## src/rtl/sos_pkg.sv

```systemverilog
package sos_pkg;

    // Number of switch outputs held by the block.
    localparam int CHANNELS = 4;

    // Width of a channel index inside the block.
    localparam int POS_W = (CHANNELS > 1) ? $clog2(CHANNELS) : 1;

    // Channels that appear in the packed level word and in the scan pattern.
    localparam int PACK_W = 4;

    localparam int CMD_W     = 3;
    localparam int CHAN_W    = 3;
    localparam int DELAY_W   = 16;
    localparam int PATTERN_W = 4;
    localparam int OUT_CH_W  = 2;

    localparam logic [DELAY_W-1:0] DELAY_RESET = DELAY_W'(10);

    // Command codes.
    localparam logic [CMD_W-1:0] CMD_SET    = 3'd0;
    localparam logic [CMD_W-1:0] CMD_TOGGLE = 3'd1;
    localparam logic [CMD_W-1:0] CMD_START  = 3'd2;
    localparam logic [CMD_W-1:0] CMD_TICK   = 3'd3;
    localparam logic [CMD_W-1:0] CMD_STEP   = 3'd4;

    typedef struct packed {
        logic [CMD_W-1:0]     cmd;
        logic [CHAN_W-1:0]    channel;
        logic                 on_request;
        logic [DELAY_W-1:0]   scan_delay;
        logic [PATTERN_W-1:0] scan_pattern;
    } req_t;

    typedef struct packed {
        logic                 hit;
        logic [OUT_CH_W-1:0]  out_channel;
        logic                 out_level;
        logic [PACK_W-1:0]    all_levels;
    } res_t;

endpackage

```

## src/rtl/sos_core.sv

```systemverilog
module sos_core
(
    input  logic          clk,
    input  logic          rst_n,
    input  logic          fire,
    input  sos_pkg::req_t req,
    output sos_pkg::res_t res
);

    logic [sos_pkg::CHANNELS-1:0]  levels_reg;
    logic [sos_pkg::CHANNELS-1:0]  levels_next;
    logic [sos_pkg::DELAY_W-1:0]   step_delay_reg;
    logic [sos_pkg::DELAY_W-1:0]   step_delay_next;
    logic                          scan_active_reg;
    logic                          scan_active_next;
    logic [sos_pkg::DELAY_W-1:0]   tick_count_reg;
    logic [sos_pkg::DELAY_W-1:0]   tick_count_next;
    logic [sos_pkg::PATTERN_W-1:0] pattern_reg;
    logic [sos_pkg::PATTERN_W-1:0] pattern_next;
    logic [sos_pkg::POS_W-1:0]     scan_position_reg;
    logic [sos_pkg::POS_W-1:0]     scan_position_next;

    logic                          chan_ok;
    logic [sos_pkg::POS_W-1:0]     chan_idx;
    logic [sos_pkg::POS_W-1:0]     pos;
    logic                          pat_bit;
    logic [sos_pkg::POS_W-1:0]     emit_idx;

    always_comb
    begin
        chan_ok  = (int'(req.channel) < sos_pkg::CHANNELS);
        chan_idx = sos_pkg::POS_W'(req.channel);

        // Wrap a stale position back to the first channel.
        pos = (int'(scan_position_reg) < sos_pkg::CHANNELS) ? scan_position_reg : '0;
        pat_bit = (int'(pos) < sos_pkg::PACK_W) ?
                  pattern_reg[2'(pos)] : 1'b0;

        levels_next        = levels_reg;
        step_delay_next    = step_delay_reg;
        scan_active_next   = scan_active_reg;
        tick_count_next    = tick_count_reg;
        pattern_next       = pattern_reg;
        scan_position_next = scan_position_reg;
        emit_idx           = chan_idx;
        res.hit            = 1'b0;

        case (req.cmd)
            sos_pkg::CMD_SET:
            begin
                if (chan_ok)
                begin
                    levels_next[chan_idx] = req.on_request;
                    res.hit = 1'b1;
                end
            end
            sos_pkg::CMD_TOGGLE:
            begin
                if (chan_ok)
                begin
                    levels_next[chan_idx] = ~levels_reg[chan_idx];
                    res.hit = 1'b1;
                end
            end
            sos_pkg::CMD_START:
            begin
                step_delay_next  = req.scan_delay;
                pattern_next     = req.scan_pattern;
                scan_active_next = 1'b1;
                tick_count_next  = '0;
            end
            sos_pkg::CMD_TICK:
            begin
                if (scan_active_reg)
                begin
                    tick_count_next = tick_count_reg + 1'b1;
                end
            end
            sos_pkg::CMD_STEP:
            begin
                if (scan_active_reg && (tick_count_reg > step_delay_reg))
                begin
                    levels_next[pos] = pat_bit;
                    emit_idx         = pos;
                    res.hit          = 1'b1;
                    tick_count_next  = '0;
                    if (int'(pos) == sos_pkg::CHANNELS - 1)
                    begin
                        scan_active_next   = 1'b0;
                        scan_position_next = '0;
                    end
                    else
                    begin
                        scan_position_next = pos + 1'b1;
                    end
                end
            end
            default:
            begin
                res.hit = 1'b0;
            end
        endcase

        res.out_channel = sos_pkg::OUT_CH_W'(emit_idx);
        res.out_level   = levels_next[emit_idx];
        res.all_levels  = '0;
        for (int k = 0; k < sos_pkg::PACK_W; k++)
        begin
            if (k < sos_pkg::CHANNELS)
            begin
                res.all_levels[k] = levels_next[k];
            end
        end
    end

    always_ff @(posedge clk or negedge rst_n)
    begin
        if (!rst_n)
        begin
            levels_reg        <= '0;
            step_delay_reg    <= sos_pkg::DELAY_RESET;
            scan_active_reg   <= 1'b0;
            tick_count_reg    <= '0;
            pattern_reg       <= '0;
            scan_position_reg <= '0;
        end
        else if (fire)
        begin
            levels_reg        <= levels_next;
            step_delay_reg    <= step_delay_next;
            scan_active_reg   <= scan_active_next;
            tick_count_reg    <= tick_count_next;
            pattern_reg       <= pattern_next;
            scan_position_reg <= scan_position_next;
        end
    end

endmodule

```

## src/rtl/staggered_output_switch_sequencer.sv

```systemverilog
// Staggered output switch sequencer.
//
// Input channel (in_valid / in_ready): one command request per handshake,
// with cmd, channel, on_request, scan_delay and scan_pattern as payload.
// Set and toggle drive one of four switch outputs; start scan loads a delay
// and a level pattern; tick advances the scan timer; scan step drives the
// next channel from the pattern once the timer has passed the delay.
// Output channel (out_valid / out_ready): zero or one result request per
// command, carrying out_channel, out_level and all_levels.
//
// An accepted command goes from the input register through the state-update
// stage into the result register. Throughput: one command per cycle while the
// receiver takes results, set by the single state-update stage between the
// input and result registers. Commands with no result (start, tick, unknown
// codes, out-of-range channels, steps not yet due) still pass the update stage.
//
// Reset: all outputs off, delay 10, no scan armed, timer and scan position
// at zero; both pipeline registers empty.
// Receiver stall: a held result keeps its payload; the input register holds
// its command for the update stage, and in_ready stays low while it is full.
module staggered_output_switch_sequencer
(
    input  logic                            clk,
    input  logic                            rst_n,

    input  logic                            in_valid,
    output logic                            in_ready,
    input  logic [sos_pkg::CMD_W-1:0]       cmd,
    input  logic [sos_pkg::CHAN_W-1:0]      channel,
    input  logic                            on_request,
    input  logic [sos_pkg::DELAY_W-1:0]     scan_delay,
    input  logic [sos_pkg::PATTERN_W-1:0]   scan_pattern,

    output logic                            out_valid,
    input  logic                            out_ready,
    output logic [sos_pkg::OUT_CH_W-1:0]    out_channel,
    output logic                            out_level,
    output logic [sos_pkg::PACK_W-1:0]      all_levels
);

    // Input register: holds the accepted command request.
    logic          in_valid_reg;
    sos_pkg::req_t req_reg;

    // Result register.
    logic          out_valid_reg;
    sos_pkg::res_t res_reg;

    sos_pkg::res_t res;
    logic          advance;

    // Advance the held command once the result register can take its result.
    assign advance  = in_valid_reg && (!out_valid_reg || out_ready);
    assign in_ready = !in_valid_reg || advance;

    sos_core u_core
    (
        .clk   (clk),
        .rst_n (rst_n),
        .fire  (advance),
        .req   (req_reg),
        .res   (res)
    );

    always_ff @(posedge clk or negedge rst_n)
    begin
        if (!rst_n)
        begin
            in_valid_reg <= 1'b0;
        end
        else if (in_ready)
        begin
            in_valid_reg <= in_valid;
        end
    end

    always_ff @(posedge clk)
    begin
        if (in_valid && in_ready)
        begin
            req_reg.cmd          <= cmd;
            req_reg.channel      <= channel;
            req_reg.on_request   <= on_request;
            req_reg.scan_delay   <= scan_delay;
            req_reg.scan_pattern <= scan_pattern;
        end
    end

    always_ff @(posedge clk or negedge rst_n)
    begin
        if (!rst_n)
        begin
            out_valid_reg <= 1'b0;
        end
        else if (advance)
        begin
            out_valid_reg <= res.hit;
        end
        else if (out_ready)
        begin
            // Drop the result once the receiver has taken it.
            out_valid_reg <= 1'b0;
        end
    end

    always_ff @(posedge clk)
    begin
        if (advance && res.hit)
        begin
            res_reg <= res;
        end
    end

    assign out_valid   = out_valid_reg;
    assign out_channel = res_reg.out_channel;
    assign out_level   = res_reg.out_level;
    assign all_levels  = res_reg.all_levels;

endmodule
```

## config.mk

```make
export PLATFORM = sky130hd
export DESIGN_NAME = staggered_output_switch_sequencer
export DESIGN_NICKNAME = d
export VERILOG_FILES = /design/src/rtl/sos_pkg.sv /design/src/rtl/sos_core.sv /design/src/rtl/staggered_output_switch_sequencer.sv
export SDC_FILE = /design/constraint.sdc
export NUM_CORES = 1
export LEC_CHECK = 0
export BUFFER_PORTS_ARGS = -buffer_cell sky130_fd_sc_hd__buf_2
export CAP_MARGIN = 15
export CORE_MARGIN = 10
export CORE_UTILIZATION = 55
export CTS_CLUSTER_DIAMETER = 150
export DETAILED_ROUTE_END_ITERATION = 16
export HOLD_SLACK_MARGIN = 0.1
export PLACE_DENSITY = 0.75
export SYNTH_ARGS = -nofsm -noshare
export SYNTH_HDL_FRONTEND = slang
export SYNTH_HIERARCHICAL = 1
export SYNTH_SLANG_ARGS = --single-unit
```

## constraint.sdc

```tcl
create_clock -name clk -period 3.5 [get_ports clk]
set_clock_uncertainty 0.15 [all_clocks]
set_input_delay 0.7 -clock clk [delete_from_list [all_inputs] [get_ports clk]]
set_output_delay 0.7 -clock clk [all_outputs]
set_load 0.02 [all_outputs]
```

# After elaboration in Yosys (flattened, before gate mapping)

Cells that the tools add are included.

Flip-flop bits (word level): 79
Input port bits: 31
Output and inout port bits: 9
Logic and storage cells: 84

Add/sub/neg operators: 2
$lt $le $gt $ge: 7
Equality and inequality tests: 8
Mux-type cells: 31
Bitwise logic cells: 1
Reductions and logical operators: 19

Operator list:

| cell                  | number |
|---|---|
| $pmux 16 s3           | 1 |
| $mux 16               | 2 |
| $add 16x1->16 const B | 1 |
| $gt 16x16->1          | 1 |
| $bwmux 4              | 3 |
| $mux 4                | 3 |
| $pmux 4 s3            | 1 |
| $mux 1                | 11 |
| $lt 2x3->1 const B    | 3 |
| $reduce_and 4->1      | 2 |
| $bmux 1 s2            | 3 |
| $eq 3x2->1 const B    | 2 |
| $logic_and 1x1->1     | 6 |
| $mux 2                | 3 |
| $ne 2x1->1 const B    | 3 |
| $demux 1 s2           | 2 |
| $ge 2x1->1 const B    | 2 |
| $pmux 1 s2            | 2 |
| $reduce_bool 2->1     | 2 |
| $eq 3x1->1 const B    | 1 |
| $eq 3x3->1 const B    | 1 |
| $logic_not 3->1       | 1 |
| $lt 3x3->1 const B    | 1 |
| $reduce_and 3->1      | 1 |
| other kinds (8)       | 10 |

# Longest topological paths before layout

Depth after elaboration: 9
Mapped depth: 11
Depth with buffers taken out: 10

# Cells and area by module

The synthesis kept the hierarchy.

By module, submodules not included:

| module                            | instances | cells an instance | area each (um^2) | seq. area each (um^2) |
|---|---|---|---|---|
| sos_core                          | 1         | 311               | 2763.9           | 1078.5 |
| staggered_output_switch_sequencer | 1         | 44                | 1129.8           | 1071.0 |

# Least setup slack after synthesis

No wires, ideal clock.

Path type: register -> register
Start point: register u_core/tick_count_reg[14] (netlist bit)
End point: register res_reg (netlist bit all_levels[0]) (enable)
Library setup time: 364 ps
Arrival time: 2525 ps
Data required time: 2986 ps
Slack: 461 ps
Cell stages (with the launch flop): 11
Path buffers: 1
Period minus slack after synthesis: 3039 ps
Cell sequence: dfrtp_1 ha_1 nand4_1 or4_1 a21o_1 a31oi_2 buf_4 and2_1 a21o_1 nand2_1 nor2b_1

RTL lines:

| what                   | RTL line                                 | text |
|---|---|---|
| from (decl)            | sos_core.sv:16                           | `logic [sos_pkg::DELAY_W-1:0] tick_count_reg;` |
| from (signal assigned) | sos_core.sv:132                          | `tick_count_reg <= tick_count_next;` |
| to (signal assigned)   | staggered_output_switch_sequencer.sv:110 | `res_reg <= res;` |
| to (decl)              | staggered_output_switch_sequencer.sv:47  | `sos_pkg::res_t res_reg;` |

# Worst setup path after layout

Start point: register u_core/tick_count_reg[14] (netlist bit)
End point: register u_core/tick_count_reg[14] (netlist bit)

Cells in the longest elaborated chain, start to end: 4
Elaborated cells between the ends (all ways): 7
Those cells by class: add/sub (1); order compare (1); eq/ne (1); mux (2); reduce/logical (2)

Ends and longest elaborated chain:

| what                              | RTL line       | text |
|---|---|---|
| $gt 16x16->1                      | sos_core.sv:81 | `if (scan_active_reg && (tick_count_reg > step_delay_reg))` |
| $logic_and 1x1->1                 | sos_core.sv:81 |  |
| $ne 2x1->1 (no source line)       | -              |  |
| $reduce_and 4->1 (no source line) | -              |  |

Several ways; a longest one is shown, not always the timed one. The select of a mux whose other input is x is not followed.
A chain may end at the register's enable or synchronous reset.

==> out/summary.txt <==
Crit path largest cell delay: 0.57 ns
Hold Crit Depth: 2
utilization after layout: 64.9%
Post-CTS Setup Bufs: 0
initial antenna violation count: 0
Synth Flop Type: dfrtp_1
switching power: 0.000569 W
Max FO, Critical Path: 11
CP Class: reg -> reg
crit share post-route: 92.4%
Internal: 0.00170 W
metal3 WL: 408 microns
fraction of layout cells with a size suffix above 1: 20.1%
normalized max-slew margin: 34.5%
max reg flops: 27
Max Slew Vio Count: 0
Hold WC Path Type: reg -> reg
post-cts hold buffer count: 0
Layout area overhead: 13.9%
design area: 4440 sq um
GRT Util Overall: 14.0%
HPWL Detailed: 5480 microns
RSZ-0062 raised after global routing: no
die width: 104 microns
Slowest cell on crit path: or4_1
Async S/R FF share, synth: 57.0%
Sw Ratio: 25.0%
Clk pwr share: 34.8%
# fillers: 556
total CTS buffers: 9
FP Rows: 30
ANT cells: 0
CTS Root Cell: clkbuf_8
DR WL met2: 3380 microns
die area: 10,800 sq um
fin worst setup slack: 0.267 ns
Critical Path Stages: 9
Reg2Reg Depth: 9
vias per inst: 5.51
Initial Utilization: 57.0%
Mapped Nets: 407
Place WS: 0.0805 ns
Worst-Margin Slew: 0.983 ns
pwr dens: 512 nW/um^2
top layer in use: met4
leakage: 1.94 nW
IO Count: 40
# clock sinks: 79
Mapped Cells: 355
VDD IR max: 0.338 mV
max_cap viols: 0
residual DRC count: 0
CP dominant cell by count: a21o_1
Detailed Route Iter0 Violations: 204
Final ANT Viol Nets: 0
H-tree depth: 3
CP required: 3.61 ns
synth warn: 6
Period minus WS final: 3.23 ns
largest net degree at the start of global routing: 46
flop and latch count out of synthesis: 79
Syn Area/Cell: 11.0 sq um
Startpoint Class: flop
TNS Setup: 0 ns
Post-synth EDFFs: 34
RePlAce Congestion: 0.892
sequential area share after synthesis: 55.2%
CTS tree: built
worst hold-check slack: 0.307 ns
Clk Latency, worst-skew pair: 0.34 ns
combinational group share of total power: 14.8%
total grt overflow: 0
Die Y: 104 microns
fmax: 309 MHz
CTS clk-pin slew, worst paths: 0.07 ns
vias in the first global route: 2,679
part of the power in registers: 50.3%
worst-path cell chain: ha_1 > nand4_1 > or4_1 > a21o_1 > a31oi_4 > a21o_1 > nand3_4 > or3_1 > a21oi_1
WL met1: 3560 microns
Routed WL: 7440 microns
Netlist cell types: 49
area occupied by multi-input gates: 1600 sq um
global-route wire length before repair: 12,700 microns
CP bufs+invs: 0
Arr. time, crit path: 3.34 ns
status: complete, no violations
nature of the critical path endpoint: flop
average wire per standard cell: 14.9 microns
FF+latch area: 2150 sq um
family with the most delay on the worst path: simple AND/OR/NAND/NOR gates
synthesized area: 3890 sq um
CORE AREA: 6830 sq um
Longest Clk Path Bufs: 2
Setup violations, final: 0
placed cell areas: 4190 sq um
routed vias: 2,745
Post-layout nets: 449
final hold vios: 0
drt first pass iters: 6
IO buf count: 39
[Yosys cell counts, types with 3 or more instances]
library cell,count,area [sq um]
dfrtp_1,43,1080
nand2_1,39,146
edfxtp_1,34,1020
o21ai_0,34,170
inv_1,24,90.1
ha_1,21,263
a21oi_1,20,100
nor2_1,20,75.1
mux2_2,10,113
clkbuf_1,9,33.8
nand3_1,8,40.0
nand4_1,8,50.1
xor2_1,8,70.1
nor2b_1,7,43.8
mux2i_1,6,60.1
or3_1,6,37.5
and2_1,5,31.3
nand2b_1,5,31.3
a21o_1,4,30.0
and3_1,4,25.0
nor3_1,3,15.0
[power by group through the flow]
stage	Sequential [W]	Combinational (W)	Clock, W
6_report	0.00114	0.000336	0.000791
5_1_grt	0.00115	0.000386	0.000851
4_1_cts	0.00114	0.000337	0.000811
3_5_place_dp	0.00116	0.000333	0
3_3_place_gp	0.00116	0.000316	0
2_1_floorplan	0.00114	0.000241	0
[placed cells by master (no fill, tap or decap), types with 3 or more instances in the layout]
master     Yosys  layout
a21o_1         4       4
inv_1         24      24
ha_1          21      21
bufinv_16      0       3
mux2i_1        6       6
mux2_2        10      10
nand4_1        8       8
clkbuf_8       0       9
nand3_1        8       8
or3_1          6       6
xor2_1         8       8
nand2_1       39      39
and3_1         4       4
buf_2          2      39
dfrtp_1       43      43
nor2_1        20      19
nor3_1         3       3
buf_4          1       6
nor2b_1        7       7
nand2b_1       5       5
a21oi_1       20      20
edfxtp_1      34      34
o21ai_0       34      34
and2_1         5       5
[worst paths after layout]
kind                                                 from                   endpoint  slack, ns
min in group asynchronous                           rst_n  u_core/step_delay_reg[10]       0.36
worst min-delay path                           req_reg[6]   u_core/step_delay_reg[2]       0.31
worst min register to register                 req_reg[6]   u_core/step_delay_reg[2]       0.31
worst max-delay path            u_core/tick_count_reg[14]  u_core/tick_count_reg[14]       0.27
worst max register to register  u_core/tick_count_reg[14]  u_core/tick_count_reg[14]       0.27
max in group asynchronous                           rst_n               in_valid_reg       2.23
[per-layer routing]
| layer | GRT usage [%] | vias to the layer above |
|---|---|---|
| li1 | - | 1346 |
| met1 | 19.1 | 1304 |
| met2 | 21.3 | 85 |
| met3 | 3.28 | 10 |
| met4 | 4.77 | 0 |
| met5 | 0 | - |
[logic make-up after synthesis]
group,share of synthesized area (%)
flops,55.2
simple gates,15.5
fa+ha+maj,6.75
xor+xnor,1.80
mux,5.01
buf+inv,4.02
compound gates,11.7
[per-stage QoR]
step / power, W / cells
after floorplan: 0.00138 / 355
after global placement: 0.00147 / 482
after detailed placement: 0.00149 / 482
after CTS: 0.00229 / 498
after global routing: 0.00239 / 498
final: 0.00227 / 498
[worst reg2reg max path: stages, from the launching register on]
cell,delay (ns)
dfrtp_1,0.41
ha_1,0.32
nand4_1,0.13
or4_1,0.57
a21o_1,0.21
a31oi_4,0.36
a21o_1,0.37
nand3_4,0.14
or3_1,0.36
a21oi_1,0.15
[final cells by class]
class                           count  area share (%)
Clock buffer                       11            2.96
Clock inverter                      5            2.40
Inverter                           24            2.03
Multi-Input combinational cell    238            36.0
Sequential cell                    79            48.4
Tap cell                           96            2.71
Timing Repair Buffer               45            5.41
[what timing repair did]
item | in CTS | in global routing
endpoints found under the setup margin | 0 | 18
gates resized for setup | 0 | 1
hold endpoints to repair | 0 | 0
(Power assumes the default switching activity.)
